`src/rtl/core/atsc_pkg.sv`:
```
// Shared types and constants for the assembly token scanner.
`default_nettype none

package atsc_pkg;

   // Default saturation limit of the identifier and number length counter.
   localparam int unsigned MAX_LEN_DEFAULT = 63;

   // Result queue geometry.
   localparam int unsigned RSPQ_DEPTH = 4;
   localparam int unsigned RSPQ_AW    = $clog2(RSPQ_DEPTH);

   // Largest number or register value; larger values saturate here.
   localparam logic [30:0] VALUE_MAX = 31'h7FFF_FFFF;

   // Token kinds carried on the result channel.
   typedef enum logic [2:0] {
      KIND_END     = 3'd0,
      KIND_NEWLINE = 3'd1,
      KIND_COLON   = 3'd2,
      KIND_COMMA   = 3'd3,
      KIND_NUMBER  = 3'd4,
      KIND_IDENT   = 3'd5,
      KIND_REG     = 3'd6,
      KIND_ICHAR   = 3'd7
   } kind_type;

   // Scanner mode.
   typedef enum logic [1:0] {
      MODE_IDLE  = 2'd0,
      MODE_NUM   = 2'd1,
      MODE_IDENT = 2'd2
   } mode_type;

   // One result item.
   typedef struct packed {
      kind_type    kind;
      logic [30:0] value;
      logic [7:0]  text_char;
      logic [5:0]  text_length;
      logic [15:0] line_number;
      logic        overflow;
      logic        last;
   } rsp_type;

endpackage

`default_nettype wire

```
`src/rtl/core/atsc_step.sv`:
```
// Combinational scan step: classifies one character and updates the token state.
`default_nettype none

module atsc_step
   import atsc_pkg::*;
#(
   parameter int unsigned MAX_LEN = MAX_LEN_DEFAULT,
   parameter int unsigned LEN_W   = $clog2(MAX_LEN + 1)
) (
   input  wire logic [7:0]       ch,
   input  wire mode_type         mode,
   input  wire logic [30:0]      accum,
   input  wire logic [LEN_W-1:0] token_len,
   input  wire logic [2:0]       reg_flags,
   input  wire logic [15:0]      line_count,
   input  wire logic             saturated,
   output mode_type              mode_nxt,
   output logic [30:0]           accum_nxt,
   output logic [LEN_W-1:0]      token_len_nxt,
   output logic [2:0]            reg_flags_nxt,
   output logic [15:0]           line_count_nxt,
   output logic                  saturated_nxt,
   output logic                  res0_valid,
   output rsp_type               res0,
   output logic                  res1_valid,
   output rsp_type               res1
);

   localparam logic [7:0] CH_NUL   = 8'h00;
   localparam logic [7:0] CH_TAB   = 8'h09;
   localparam logic [7:0] CH_LF    = 8'h0A;
   localparam logic [7:0] CH_CR    = 8'h0D;
   localparam logic [7:0] CH_SPACE = 8'h20;
   localparam logic [7:0] CH_COMMA = 8'h2C;
   localparam logic [7:0] CH_COLON = 8'h3A;
   localparam logic [7:0] CH_UNDER = 8'h5F;
   localparam logic [7:0] CH_R     = 8'h72;
   localparam int unsigned CMP_W   = (LEN_W > 6) ? LEN_W : 6;
   localparam logic [LEN_W-1:0] LEN_LIMIT = LEN_W'(MAX_LEN);
   localparam logic [LEN_W-1:0] LEN_ONE   = LEN_W'(1);

   // Multiply by ten and add a digit, saturating; the top bit flags saturation.
   function automatic logic [31:0] mac10(input logic [30:0] acc, input logic [3:0] dig);
      logic [34:0] prod;
      begin
         prod = {1'b0, acc, 3'b000} + {3'b000, acc, 1'b0} + {31'd0, dig};
         if (prod > {4'd0, VALUE_MAX}) begin
            mac10 = {1'b1, VALUE_MAX};
         end else begin
            mac10 = {1'b0, prod[30:0]};
         end
      end
   endfunction

   // Clamp the internal length to the six-bit field.
   function automatic logic [5:0] shown_len(input logic [LEN_W-1:0] len);
      logic [CMP_W-1:0] wide;
      begin
         wide = CMP_W'(len);
         if (wide > CMP_W'(63)) begin
            shown_len = 6'd63;
         end else begin
            shown_len = wide[5:0];
         end
      end
   endfunction

   // Build a result item.
   function automatic rsp_type make_rsp(input kind_type kind, input logic [30:0] value,
                                        input logic [7:0] tc, input logic [5:0] len,
                                        input logic [15:0] line, input logic ovf);
      rsp_type r;
      begin
         r.kind        = kind;
         r.value       = value;
         r.text_char   = tc;
         r.text_length = len;
         r.line_number = line;
         r.overflow    = ovf;
         r.last        = 1'b0;
         make_rsp      = r;
      end
   endfunction

   logic       is_digit;
   logic       is_alpha;
   logic       is_word;
   logic [3:0] digit;

   // Character classes.
   always_comb begin
      is_digit = (ch >= 8'h30) && (ch <= 8'h39);
      is_alpha = ((ch >= 8'h61) && (ch <= 8'h7A)) || ((ch >= 8'h41) && (ch <= 8'h5A));
      is_word  = is_alpha || is_digit || (ch == CH_UNDER);
      digit    = ch[3:0];
   end

   // Close or extend the pending token; after closing it, treat the character as fresh.
   always_comb begin
      logic        done;
      logic        have0;
      logic        second;
      logic [31:0] acc_sum;
      rsp_type     fresh;
      logic        fresh_valid;

      mode_nxt       = mode;
      accum_nxt      = accum;
      token_len_nxt  = token_len;
      reg_flags_nxt  = reg_flags;
      line_count_nxt = line_count;
      saturated_nxt  = saturated;
      res0           = make_rsp(KIND_END, '0, '0, '0, line_count, 1'b0);
      res1           = res0;
      res0_valid     = 1'b0;
      res1_valid     = 1'b0;
      done           = 1'b0;
      have0          = 1'b0;
      second         = (token_len == LEN_ONE);
      acc_sum        = mac10(accum, digit);
      fresh          = res0;
      fresh_valid    = 1'b0;

      // Pending token: extend it or emit its closing result.
      unique case (mode)
         MODE_NUM: begin
            if (is_digit) begin
               accum_nxt = acc_sum[30:0];
               saturated_nxt = saturated | acc_sum[31];
               if (token_len >= LEN_LIMIT) begin
                  token_len_nxt = LEN_LIMIT;
                  saturated_nxt = 1'b1;
               end else begin
                  token_len_nxt = token_len + LEN_ONE;
               end
               done = 1'b1;
            end else begin
               res0 = make_rsp(KIND_NUMBER, accum, '0, shown_len(token_len),
                               line_count, saturated);
               have0 = 1'b1;
            end
         end
         MODE_IDENT: begin
            if (is_word) begin
               if (token_len >= LEN_LIMIT) begin
                  token_len_nxt = LEN_LIMIT;
                  saturated_nxt = 1'b1;
               end else begin
                  token_len_nxt = token_len + LEN_ONE;
               end
               if (second) begin
                  if (reg_flags[0] && is_digit) begin
                     reg_flags_nxt = reg_flags | 3'b110;
                     accum_nxt     = {27'd0, digit};
                  end
               end else if (reg_flags[2]) begin
                  if (is_digit) begin
                     accum_nxt     = acc_sum[30:0];
                     saturated_nxt = saturated_nxt | acc_sum[31];
                  end else begin
                     reg_flags_nxt = reg_flags & 3'b011;
                  end
               end
               res0 = make_rsp(KIND_ICHAR, '0, ch, shown_len(token_len_nxt),
                               line_count, saturated_nxt);
               res0.last  = 1'b1;
               res0_valid = 1'b1;
               done       = 1'b1;
            end else begin
               if (reg_flags[1]) begin
                  res0 = make_rsp(KIND_REG, accum, '0, shown_len(token_len),
                                  line_count, saturated);
               end else begin
                  res0 = make_rsp(KIND_IDENT, '0, '0, shown_len(token_len),
                                  line_count, saturated);
               end
               have0 = 1'b1;
            end
         end
         default: begin
         end
      endcase

      // Fresh character with the token state cleared.
      if (!done) begin
         mode_nxt      = MODE_IDLE;
         accum_nxt     = '0;
         token_len_nxt = '0;
         reg_flags_nxt = '0;
         saturated_nxt = 1'b0;
         priority if (ch == CH_NUL) begin
            fresh_valid = 1'b1;
         end else if (ch == CH_LF) begin
            fresh       = make_rsp(KIND_NEWLINE, '0, '0, '0, line_count, 1'b0);
            fresh_valid = 1'b1;
            if (line_count != 16'hFFFF) begin
               line_count_nxt = line_count + 16'd1;
            end
         end else if (ch == CH_COLON) begin
            fresh       = make_rsp(KIND_COLON, '0, '0, '0, line_count, 1'b0);
            fresh_valid = 1'b1;
         end else if (ch == CH_COMMA) begin
            fresh       = make_rsp(KIND_COMMA, '0, '0, '0, line_count, 1'b0);
            fresh_valid = 1'b1;
         end else if (is_digit) begin
            mode_nxt      = MODE_NUM;
            accum_nxt     = {27'd0, digit};
            token_len_nxt = LEN_ONE;
         end else if (is_word) begin
            mode_nxt         = MODE_IDENT;
            token_len_nxt    = LEN_ONE;
            reg_flags_nxt[0] = (ch == CH_R);
            fresh            = make_rsp(KIND_ICHAR, '0, ch, 6'd1, line_count, 1'b0);
            fresh_valid      = 1'b1;
         end else if ((ch == CH_SPACE) || (ch == CH_TAB) || (ch == CH_CR)) begin
            fresh_valid = 1'b0;
         end else begin
            fresh_valid = 1'b0;
         end
         fresh.last = 1'b1;

         // Pack the results so that the first valid one sits in slot zero.
         if (have0) begin
            res0_valid = 1'b1;
            res0.last  = !fresh_valid;
            res1       = fresh;
            res1_valid = fresh_valid;
         end else begin
            res0       = fresh;
            res0_valid = fresh_valid;
         end
      end
   end

endmodule

`default_nettype wire

```
`src/rtl/core/atsc_rsp_queue.sv`:
```
// Result queue: takes up to two results a cycle and hands out one.
`default_nettype none

module atsc_rsp_queue
   import atsc_pkg::*;
(
   input  wire logic    clock,
   input  wire logic    reset,
   input  wire logic    push0,
   input  wire rsp_type data0,
   input  wire logic    push1,
   input  wire rsp_type data1,
   output logic         room2,
   output logic         out_valid,
   output rsp_type      out_data,
   input  wire logic    out_ready
);

   rsp_type            entry_ff [RSPQ_DEPTH];
   logic [RSPQ_AW-1:0] wr_ptr_ff;
   logic [RSPQ_AW-1:0] wr_ptr_in;
   logic [RSPQ_AW-1:0] rd_ptr_ff;
   logic [RSPQ_AW-1:0] rd_ptr_in;
   logic [RSPQ_AW:0]   count_ff;
   logic [RSPQ_AW:0]   count_in;
   logic               pop;
   logic [RSPQ_AW:0]   push_cnt;

   // Pointer and fill count bookkeeping.
   always_comb begin
      pop       = out_valid && out_ready;
      push_cnt  = (RSPQ_AW + 1)'(push0) + (RSPQ_AW + 1)'(push1);
      wr_ptr_in = wr_ptr_ff + push_cnt[RSPQ_AW-1:0];
      rd_ptr_in = rd_ptr_ff + RSPQ_AW'(pop);
      count_in  = count_ff + push_cnt - (RSPQ_AW + 1)'(pop);
      room2     = count_ff <= (RSPQ_AW + 1)'(RSPQ_DEPTH - 2);
      out_valid = count_ff != '0;
      out_data  = entry_ff[rd_ptr_ff];
   end

   always_ff @(posedge clock) begin
      if (reset) begin
         wr_ptr_ff <= '0;
         rd_ptr_ff <= '0;
         count_ff  <= '0;
      end else begin
         wr_ptr_ff <= wr_ptr_in;
         rd_ptr_ff <= rd_ptr_in;
         count_ff  <= count_in;
      end
   end

   // Entry storage; slot one only follows slot zero.
   always_ff @(posedge clock) begin
      if (push0) begin
         entry_ff[wr_ptr_ff] <= data0;
      end
      if (push1) begin
         entry_ff[wr_ptr_ff + RSPQ_AW'(1)] <= data1;
      end
   end

endmodule

`default_nettype wire

```
`src/rtl/core/assembly_token_scanner_core.sv`:
```
// Top level of the assembly token scanner: input register, scan state and result queue.
//
// The block takes one source byte per request on the req_ channel and returns
// tokens on the rsp_ channel, both with valid/ready handshakes. A request may
// cause zero, one or two results; rsp_last marks the final result of a request.
// A request is captured in an input register, scanned once the queue has room
// by a single combinational step, and its results enter a four-entry queue.
// Results pass through the input register and then the queue registers before
// they show on the rsp_ ports. Throughput is one request per cycle while the
// queue has room for two results; it is limited only by the result port,
// which delivers one result per cycle, so requests yielding two results are
// paced by the queue draining. When the receiver stalls, the queue fills, and
// req_ready drops once fewer than two entries are free while a request waits
// in the input register; nothing is lost. Synchronous reset empties the input
// register and queue, clears the scan state and sets the line counter to one.
`default_nettype none

module assembly_token_scanner_core
   import atsc_pkg::*;
#(
   parameter int unsigned MAX_LEN = MAX_LEN_DEFAULT
) (
   input  wire logic        clock,
   input  wire logic        reset,
   input  wire logic        req_valid,
   output logic             req_ready,
   input  wire logic [7:0]  req_ch,
   output logic             rsp_valid,
   input  wire logic        rsp_ready,
   output logic [2:0]       rsp_kind,
   output logic [30:0]      rsp_value,
   output logic [7:0]       rsp_text_char,
   output logic [5:0]       rsp_text_length,
   output logic [15:0]      rsp_line_number,
   output logic             rsp_overflow,
   output logic             rsp_last
);

   localparam int unsigned LEN_W = $clog2(MAX_LEN + 1);

   logic             in_valid_ff;
   logic             in_valid_in;
   logic [7:0]       in_ch_ff;
   logic             step_fire;
   logic             room2;

   mode_type         mode_ff;
   mode_type         mode_in;
   logic [30:0]      accum_ff;
   logic [30:0]      accum_in;
   logic [LEN_W-1:0] len_ff;
   logic [LEN_W-1:0] len_in;
   logic [2:0]       flags_ff;
   logic [2:0]       flags_in;
   logic [15:0]      line_ff;
   logic [15:0]      line_in;
   logic             sat_ff;
   logic             sat_in;

   logic             res0_valid;
   rsp_type          res0;
   logic             res1_valid;
   rsp_type          res1;
   rsp_type          out_data;

   // Input register advances whenever the queue has room for a full request.
   always_comb begin
      step_fire   = in_valid_ff && room2;
      req_ready   = !in_valid_ff || room2;
      in_valid_in = (req_valid && req_ready) || (in_valid_ff && !step_fire);
   end

   always_ff @(posedge clock) begin
      if (reset) begin
         in_valid_ff <= 1'b0;
      end else begin
         in_valid_ff <= in_valid_in;
      end
   end

   always_ff @(posedge clock) begin
      if (req_valid && req_ready) begin
         in_ch_ff <= req_ch;
      end
   end

   // Scan state registers.
   always_ff @(posedge clock) begin
      if (reset) begin
         mode_ff  <= MODE_IDLE;
         accum_ff <= '0;
         len_ff   <= '0;
         flags_ff <= '0;
         line_ff  <= 16'd1;
         sat_ff   <= 1'b0;
      end else if (step_fire) begin
         mode_ff  <= mode_in;
         accum_ff <= accum_in;
         len_ff   <= len_in;
         flags_ff <= flags_in;
         line_ff  <= line_in;
         sat_ff   <= sat_in;
      end
   end

   atsc_step #(
      .MAX_LEN (MAX_LEN),
      .LEN_W   (LEN_W)
   ) u_step (
      .ch             (in_ch_ff),
      .mode           (mode_ff),
      .accum          (accum_ff),
      .token_len      (len_ff),
      .reg_flags      (flags_ff),
      .line_count     (line_ff),
      .saturated      (sat_ff),
      .mode_nxt       (mode_in),
      .accum_nxt      (accum_in),
      .token_len_nxt  (len_in),
      .reg_flags_nxt  (flags_in),
      .line_count_nxt (line_in),
      .saturated_nxt  (sat_in),
      .res0_valid     (res0_valid),
      .res0           (res0),
      .res1_valid     (res1_valid),
      .res1           (res1)
   );

   atsc_rsp_queue u_queue (
      .clock     (clock),
      .reset     (reset),
      .push0     (step_fire && res0_valid),
      .data0     (res0),
      .push1     (step_fire && res1_valid),
      .data1     (res1),
      .room2     (room2),
      .out_valid (rsp_valid),
      .out_data  (out_data),
      .out_ready (rsp_ready)
   );

   // Result fields.
   always_comb begin
      rsp_kind        = out_data.kind;
      rsp_value       = out_data.value;
      rsp_text_char   = out_data.text_char;
      rsp_text_length = out_data.text_length;
      rsp_line_number = out_data.line_number;
      rsp_overflow    = out_data.overflow;
      rsp_last        = out_data.last;
   end

endmodule

`default_nettype wire
```
`config.mk`:
```
export PLATFORM = sky130hd
export DESIGN_NAME = assembly_token_scanner_core
export DESIGN_NICKNAME = d
export VERILOG_FILES = /design/src/rtl/core/atsc_pkg.sv /design/src/rtl/core/atsc_step.sv /design/src/rtl/core/atsc_rsp_queue.sv /design/src/rtl/core/assembly_token_scanner_core.sv
export SDC_FILE = /design/constraint.sdc
export NUM_CORES = 1
export LEC_CHECK = 0
export BUFFER_PORTS_ARGS = -buffer_cell sky130_fd_sc_hd__clkbuf_2
export CAP_MARGIN = 5
export CELL_PAD_IN_SITES_DETAIL_PLACEMENT = 1
export CELL_PAD_IN_SITES_GLOBAL_PLACEMENT = 1
export CORE_MARGIN = 3
export CORE_UTILIZATION = 53
export DETAILED_ROUTE_END_ITERATION = 10
export GPL_TIMING_DRIVEN = 0
export PLACE_DENSITY = 0.92
export SETUP_SLACK_MARGIN = 0.3
export SLEW_MARGIN = 30
export SYNTH_ARGS = -nofsm -noshare
export SYNTH_HDL_FRONTEND = slang
export SYNTH_SLANG_ARGS = --single-unit
export TNS_END_PERCENT = 20
```
`constraint.sdc`:
```
create_clock -name clock -period 9.5 [get_ports clock]
set_clock_uncertainty 0.1 [all_clocks]
set_input_delay 0.95 -clock clock [delete_from_list [all_inputs] [get_ports clock]]
set_output_delay 0.95 -clock clock [all_outputs]
set_load 0.02 [all_outputs]
```
==> flow_summary.html <==
<table>
<tr><th>Metric</th><th>Value</th></tr>
<tr><th colspan="2">Synth</th></tr>
<tr><td>Share of synthesized registers carrying an async set or reset</td><td>0%</td></tr>
<tr><td>Sequential cell area fraction in the yosys report</td><td>46.2%</td></tr>
<tr><td>Number of enable-type register cells in the synthesized netlist</td><td>124</td></tr>
<tr><td>Cell area after synthesis</td><td>17400 um^2</td></tr>
<tr><td>Post-Synthesis Cells</td><td>1768</td></tr>
<tr><td>Distinct cell type count of the synthesized netlist</td><td>81</td></tr>
<tr><td>Mean post-synth cell area</td><td>9.83 um^2</td></tr>
<tr><td>Flip-flop and latch count after synthesis</td><td>339</td></tr>
<tr><td>Syn. warnings</td><td>0</td></tr>
<tr><td>Most used flip-flop cell after synthesis</td><td>sky130_fd_sc_hd__dfxtp_1</td></tr>
<tr><th colspan="2">Power and ir drop</th></tr>
<tr><td>Worst-case vdd ir drop</td><td>0.110 mV</td></tr>
<tr><td>Power Density</td><td>183 nW/um^2</td></tr>
<tr><td>Static leakage power</td><td>6.93 nW</td></tr>
<tr><td>Overall power of the completed layout</td><td>3.56 mW</td></tr>
<tr><th colspan="2">Final layout</th></tr>
<tr><td>Share of the core filled with cells in the final layout</td><td>60.9%</td></tr>
<tr><td>Non-filler instance count after layout</td><td>2348</td></tr>
<tr><td>Multi-input logic area</td><td>8630 um^2</td></tr>
<tr><td>Layout-stage area growth over the synthesis result</td><td>12.1%</td></tr>
<tr><td>Diodes inserted</td><td>0</td></tr>
<tr><td>Top library cells by usage in the layout, fill and taps aside</td><td>sky130_fd_sc_hd__dfxtp_1 (215), sky130_fd_sc_hd__nand2_1 (207), sky130_fd_sc_hd__a21oi_1 (202)</td></tr>
<tr><td>Most common library cell in the layout ignoring fill and taps</td><td>sky130_fd_sc_hd__dfxtp_1</td></tr>
<tr><td>Fraction of final layout cells with drive strength greater than 1</td><td>14.3%</td></tr>
<tr><td>Fillers</td><td>3516</td></tr>
<tr><td>Area of all placed cells without fillers</td><td>19500 um^2</td></tr>
<tr><td>Total Nets Final</td><td>1974</td></tr>
<tr><td>Storage element area</td><td>8030 um^2</td></tr>
<tr><th colspan="2">Worst setup path</th></tr>
<tr><td>Critical path depth in cells</td><td>14</td></tr>
<tr><td>Buf/Inv on CP</td><td>3</td></tr>
<tr><td>Endpoint required time on the critical path</td><td>9.79 ns</td></tr>
<tr><td>Critical R2R Capture</td><td>accum_ff[11]</td></tr>
<tr><td>Crit-path max cell delay</td><td>0.58 ns</td></tr>
<tr><td>Data arrival, critical path</td><td>5.26 ns</td></tr>
<tr><td>Setup slack on the worst flop-to-flop path</td><td>4.52 ns</td></tr>
<tr><td>Category of cells accounting for the largest share of critical-path delay</td><td>compound AO/OA/AOI/OAI gates</td></tr>
<tr><td>Category of the most critical setup path</td><td>register to register</td></tr>
<tr><td>Start point of the critical path</td><td>accum_ff[2]</td></tr>
<tr><td>Startpoint types</td><td>register</td></tr>
<tr><td>Critical R2R Launch</td><td>accum_ff[2]</td></tr>
<tr><td>Cell at the slowest stage of the critical path</td><td>sky130_fd_sc_hd__nor4_1</td></tr>
<tr><td>Crit path capture</td><td>accum_ff[11]</td></tr>
<tr><td>CP endpoint kind</td><td>register</td></tr>
<tr><td>Crit-path max FO</td><td>8</td></tr>
<tr><td>CP cell instances</td><td>clkbuf_1 &gt; inv_1 &gt; fa_1 &gt; inv_1 &gt; ha_1 &gt; a21o_1 &gt; a21oi_1 &gt; o21ai_0 &gt; a31oi_1 &gt; nand2_1 &gt; a2111oi_0 &gt; nand3b_1 &gt; nor4_1 &gt; o21ai_0</td></tr>
<tr><td>Cell depth of the worst flop-to-flop path</td><td>14</td></tr>
<tr><th colspan="2">Placement</th></tr>
<tr><td>Final weighted congestion of routability-driven global placement</td><td>0.938</td></tr>
<tr><td>Count of placed standard cells including taps</td><td>2285</td></tr>
<tr><td>Post-detailed-placement half-perimeter wirelength</td><td>42400 um</td></tr>
<tr><td>Total of buffers placed on input and output ports</td><td>79</td></tr>
<tr><td>Post-detailed-placement cell area</td><td>18300 um^2</td></tr>
<tr><th colspan="2">Clocking</th></tr>
<tr><td>Post-CTS setup buffer count</td><td>0</td></tr>
<tr><td>Latest clock arrival within the worst-skew pair</td><td>0.53 ns</td></tr>
<tr><td>TritonCTS clock tree</td><td>done</td></tr>
<tr><td>Post-CTS clock slew at the launch and capture registers of the worst setup and hold paths</td><td>0.07 ns</td></tr>
<tr><td>Post-CTS resize count</td><td>0</td></tr>
<tr><td>Num CTS Buffers</td><td>35</td></tr>
<tr><td>Count of hold buffers inserted by post-cts repair</td><td>0</td></tr>
<tr><td>Max clock buf depth</td><td>3</td></tr>
<tr><td>H-Tree Depth</td><td>2</td></tr>
<tr><td>Number of clock sinks</td><td>339</td></tr>
<tr><td>Clock root buffer</td><td>sky130_fd_sc_hd__clkbuf_16</td></tr>
<tr><th colspan="2">STA</th></tr>
<tr><td>Final cycle utilization of the critical path</td><td>52.4%</td></tr>
<tr><td>Worst slew margin</td><td>35.2%</td></tr>
<tr><td>Transition time of the tightest slew-check pin</td><td>0.972 ns</td></tr>
<tr><td>Minimum clock period after layout</td><td>4.98 ns</td></tr>
<tr><td>Number of slew-limit violations in the final report</td><td>0</td></tr>
<tr><td>Final Hold Vio Count</td><td>0</td></tr>
<tr><td>Maximum frequency from static timing analysis</td><td>201 MHz</td></tr>
<tr><td>Unrepaired setup endpoints after global routing</td><td>false</td></tr>
<tr><td>Sum of negative setup slack</td><td>0 ns</td></tr>
<tr><td>Number of setup violations in the final report</td><td>0</td></tr>
<tr><th colspan="2">Floorplan</th></tr>
<tr><td>Total Die Area</td><td>35000 um^2</td></tr>
<tr><td>Standard-cell row count</td><td>65</td></tr>
<tr><td>Initial Utilization</td><td>54.4%</td></tr>
<tr><td>Width of the die</td><td>187 um</td></tr>
<tr><td>Core region area</td><td>32000 um^2</td></tr>
<tr><td>Total I/O pin count</td><td>80</td></tr>
<tr><td>Overall die height</td><td>187 um</td></tr>
<tr><th colspan="2">Detailed routing</th></tr>
<tr><td>DR pass1 iterations</td><td>8</td></tr>
<tr><td>Routed length per placed instance</td><td>29.7 um</td></tr>
<tr><td>Final routed DRC violation total</td><td>0</td></tr>
<tr><td>Number of vias per cell</td><td>7.10</td></tr>
<tr><td>Via count of the routed design</td><td>16.7k</td></tr>
<tr><td>Iteration-0 DRC Markers</td><td>2262</td></tr>
<tr><td>Total wirelength of the detailed-routed design</td><td>69700 um</td></tr>
<tr><td>Post-route ant nets</td><td>0</td></tr>
<tr><th colspan="2">Run</th></tr>
<tr><td>Maxcap violations</td><td>0</td></tr>
<tr><th colspan="2">GRT</th></tr>
<tr><td>Antenna violations before repair</td><td>0</td></tr>
<tr><td>Met1 usage</td><td>46.1%</td></tr>
<tr><td>Wire length of the first global-routing pass</td><td>106000 um</td></tr>
<tr><td>Met2 track demand over resource in global routing</td><td>64.1%</td></tr>
<tr><td>Global-route layer with the greatest usage</td><td>met2</td></tr>
<tr><td>Routing usage on met3</td><td>9.16%</td></tr>
<tr><td>Number of global-route vias before repair</td><td>17.5k</td></tr>
<tr><td>Sum of overflow across all layers after global routing</td><td>0</td></tr>
<tr><td>Largest net degree at the start of global routing</td><td>39</td></tr>
<tr><td>Total routing resource utilization after global routing</td><td>38.6%</td></tr>
<tr><th colspan="2">Outcome</th></tr>
<tr><td>Result of the run</td><td>finished, final reports clean</td></tr>
<tr><th colspan="2">Min path</th></tr>
<tr><td>Tightest Hold Check Type</td><td>register to register</td></tr>
</table>
==> power breakdown <==
part | internal [mW] | switching, mW | total (mW)
combinational | 0.212 | 0.357 | 0.569
sequential | 1.52 | 0.0298 | 1.55
clock | 0.801 | 0.634 | 1.44
==> synthesized netlist by cell type (10+ instances only) <==
library cell	count	area share (%)
sky130_fd_sc_hd__dfxtp_1	215	25
sky130_fd_sc_hd__nand2_1	207	4.5
sky130_fd_sc_hd__a21oi_1	202	5.8
sky130_fd_sc_hd__nand3_1	144	4.1
sky130_fd_sc_hd__edfxtp_1	124	21
sky130_fd_sc_hd__clkbuf_1	79	1.7
sky130_fd_sc_hd__nor2_1	78	1.7
sky130_fd_sc_hd__o21ai_0	78	2.2
sky130_fd_sc_hd__ha_1	72	5.2
sky130_fd_sc_hd__mux4_2	66	8.6
sky130_fd_sc_hd__nor2b_1	61	2.2
sky130_fd_sc_hd__and2_1	41	1.5
sky130_fd_sc_hd__a31oi_1	31	1.1
sky130_fd_sc_hd__inv_1	31	0.67
sky130_fd_sc_hd__nor3_1	28	0.81
sky130_fd_sc_hd__buf_2	25	0.72
sky130_fd_sc_hd__xor2_1	23	1.2
sky130_fd_sc_hd__a22oi_1	20	0.86
sky130_fd_sc_hd__and3_1	16	0.58
sky130_fd_sc_hd__xnor2_1	16	0.81
sky130_fd_sc_hd__a21o_1	15	0.65
sky130_fd_sc_hd__a211oi_1	13	0.56
sky130_fd_sc_hd__o22ai_1	13	0.47
sky130_fd_sc_hd__buf_4	10	0.43
sky130_fd_sc_hd__nand2b_1	10	0.36
sky130_fd_sc_hd__o31ai_1	10	0.43
==> layer usage <==
| metal | routed length, um | vias up | share of wire, % |
|---|---|---|---|
| li1 | - | 6718 | - |
| met1 | 24500 | 8080 | 35 |
| met2 | 32800 | 1427 | 47 |
| met3 | 7490 | 457 | 11 |
| met4 | 4970 | 0 | 7.1 |
| met5 | 0 | - | 0 |
==> worst reg2reg max path, cell delays in order (launching register included) <==
cell                        delay, ns
sky130_fd_sc_hd__dfxtp_1         0.33
sky130_fd_sc_hd__clkbuf_1        0.51
sky130_fd_sc_hd__inv_1           0.13
sky130_fd_sc_hd__fa_1            0.57
sky130_fd_sc_hd__inv_1           0.06
sky130_fd_sc_hd__ha_1            0.29
sky130_fd_sc_hd__a21o_1          0.18
sky130_fd_sc_hd__a21oi_1         0.23
sky130_fd_sc_hd__o21ai_0         0.28
sky130_fd_sc_hd__a31oi_1         0.36
sky130_fd_sc_hd__nand2_1         0.28
sky130_fd_sc_hd__a2111oi_0       0.44
sky130_fd_sc_hd__nand3b_1        0.31
sky130_fd_sc_hd__nor4_1          0.59
sky130_fd_sc_hd__o21ai_0         0.18
==> registers in the layout, summed over array words and instances (netlist names) <==
register,count
u_queue.entry_ff,264
accum_ff,31
line_ff,16
in_ch_ff,8
len_ff,6
flags_ff,3
u_queue.count_ff,3
mode_ff,2
u_queue.rd_ptr_ff,2
u_queue.wr_ptr_ff,2
in_valid_ff,1
sat_ff,1
==> stage by stage <==
stage	hold slack [ns]	setup WS [ns]
after CTS	0.364	4.64
final	0.367	4.52
after detailed placement	0.347	4.73
after global placement	0.338	4.91
after global routing	0.379	4.16
after floorplan	0.333	5.80
==> cell families (layout without fill, tap and decap cells) <==
logic type                 Yosys count  count (layout)  share of synthesized area [%]
AOI/OAI and AO/OA                  435             435                           14.9
xor gates and xnor gates            39              39                           1.97
adders and majority gates           75              75                           5.53
buffers and inverters              161             303                           4.18
DFF                                339             339                           46.2
muxes                               73              73                           8.97
other                                1               4                         0.0216
and+or+nand+nor                    645             645                           18.3
==> layout make-up <==
| type | instances | share of cell area, % |
|---|---|---|
| clock inverter | 18 | 0.957 |
| clock buffer | 45 | 4.91 |
| tap | 435 | 2.79 |
| multi-input combinational | 1271 | 44.3 |
| sequential | 339 | 41.2 |
| buffer | 128 | 3.15 |
| timing repair buffer | 79 | 2.03 |
| inverter | 33 | 0.636 |
==> worst min path at each step <==
stage / startpoint / to / depth (start not counted)
3_3_place_gp: u_queue.entry_ff[2][38] / u_queue.entry_ff[2][38] / 2
2_1_floorplan: u_queue.entry_ff[3][20] / u_queue.entry_ff[3][20] / 2
5_1_grt: u_queue.entry_ff[0][53] / u_queue.entry_ff[0][53] / 2
3_5_place_dp: u_queue.entry_ff[1][57] / u_queue.entry_ff[1][57] / 2
4_1_cts: u_queue.entry_ff[3][35] / u_queue.entry_ff[3][35] / 2
6_report: u_queue.entry_ff[2][40] / u_queue.entry_ff[2][40] / 2
Power figures use the tool's default switching activity.
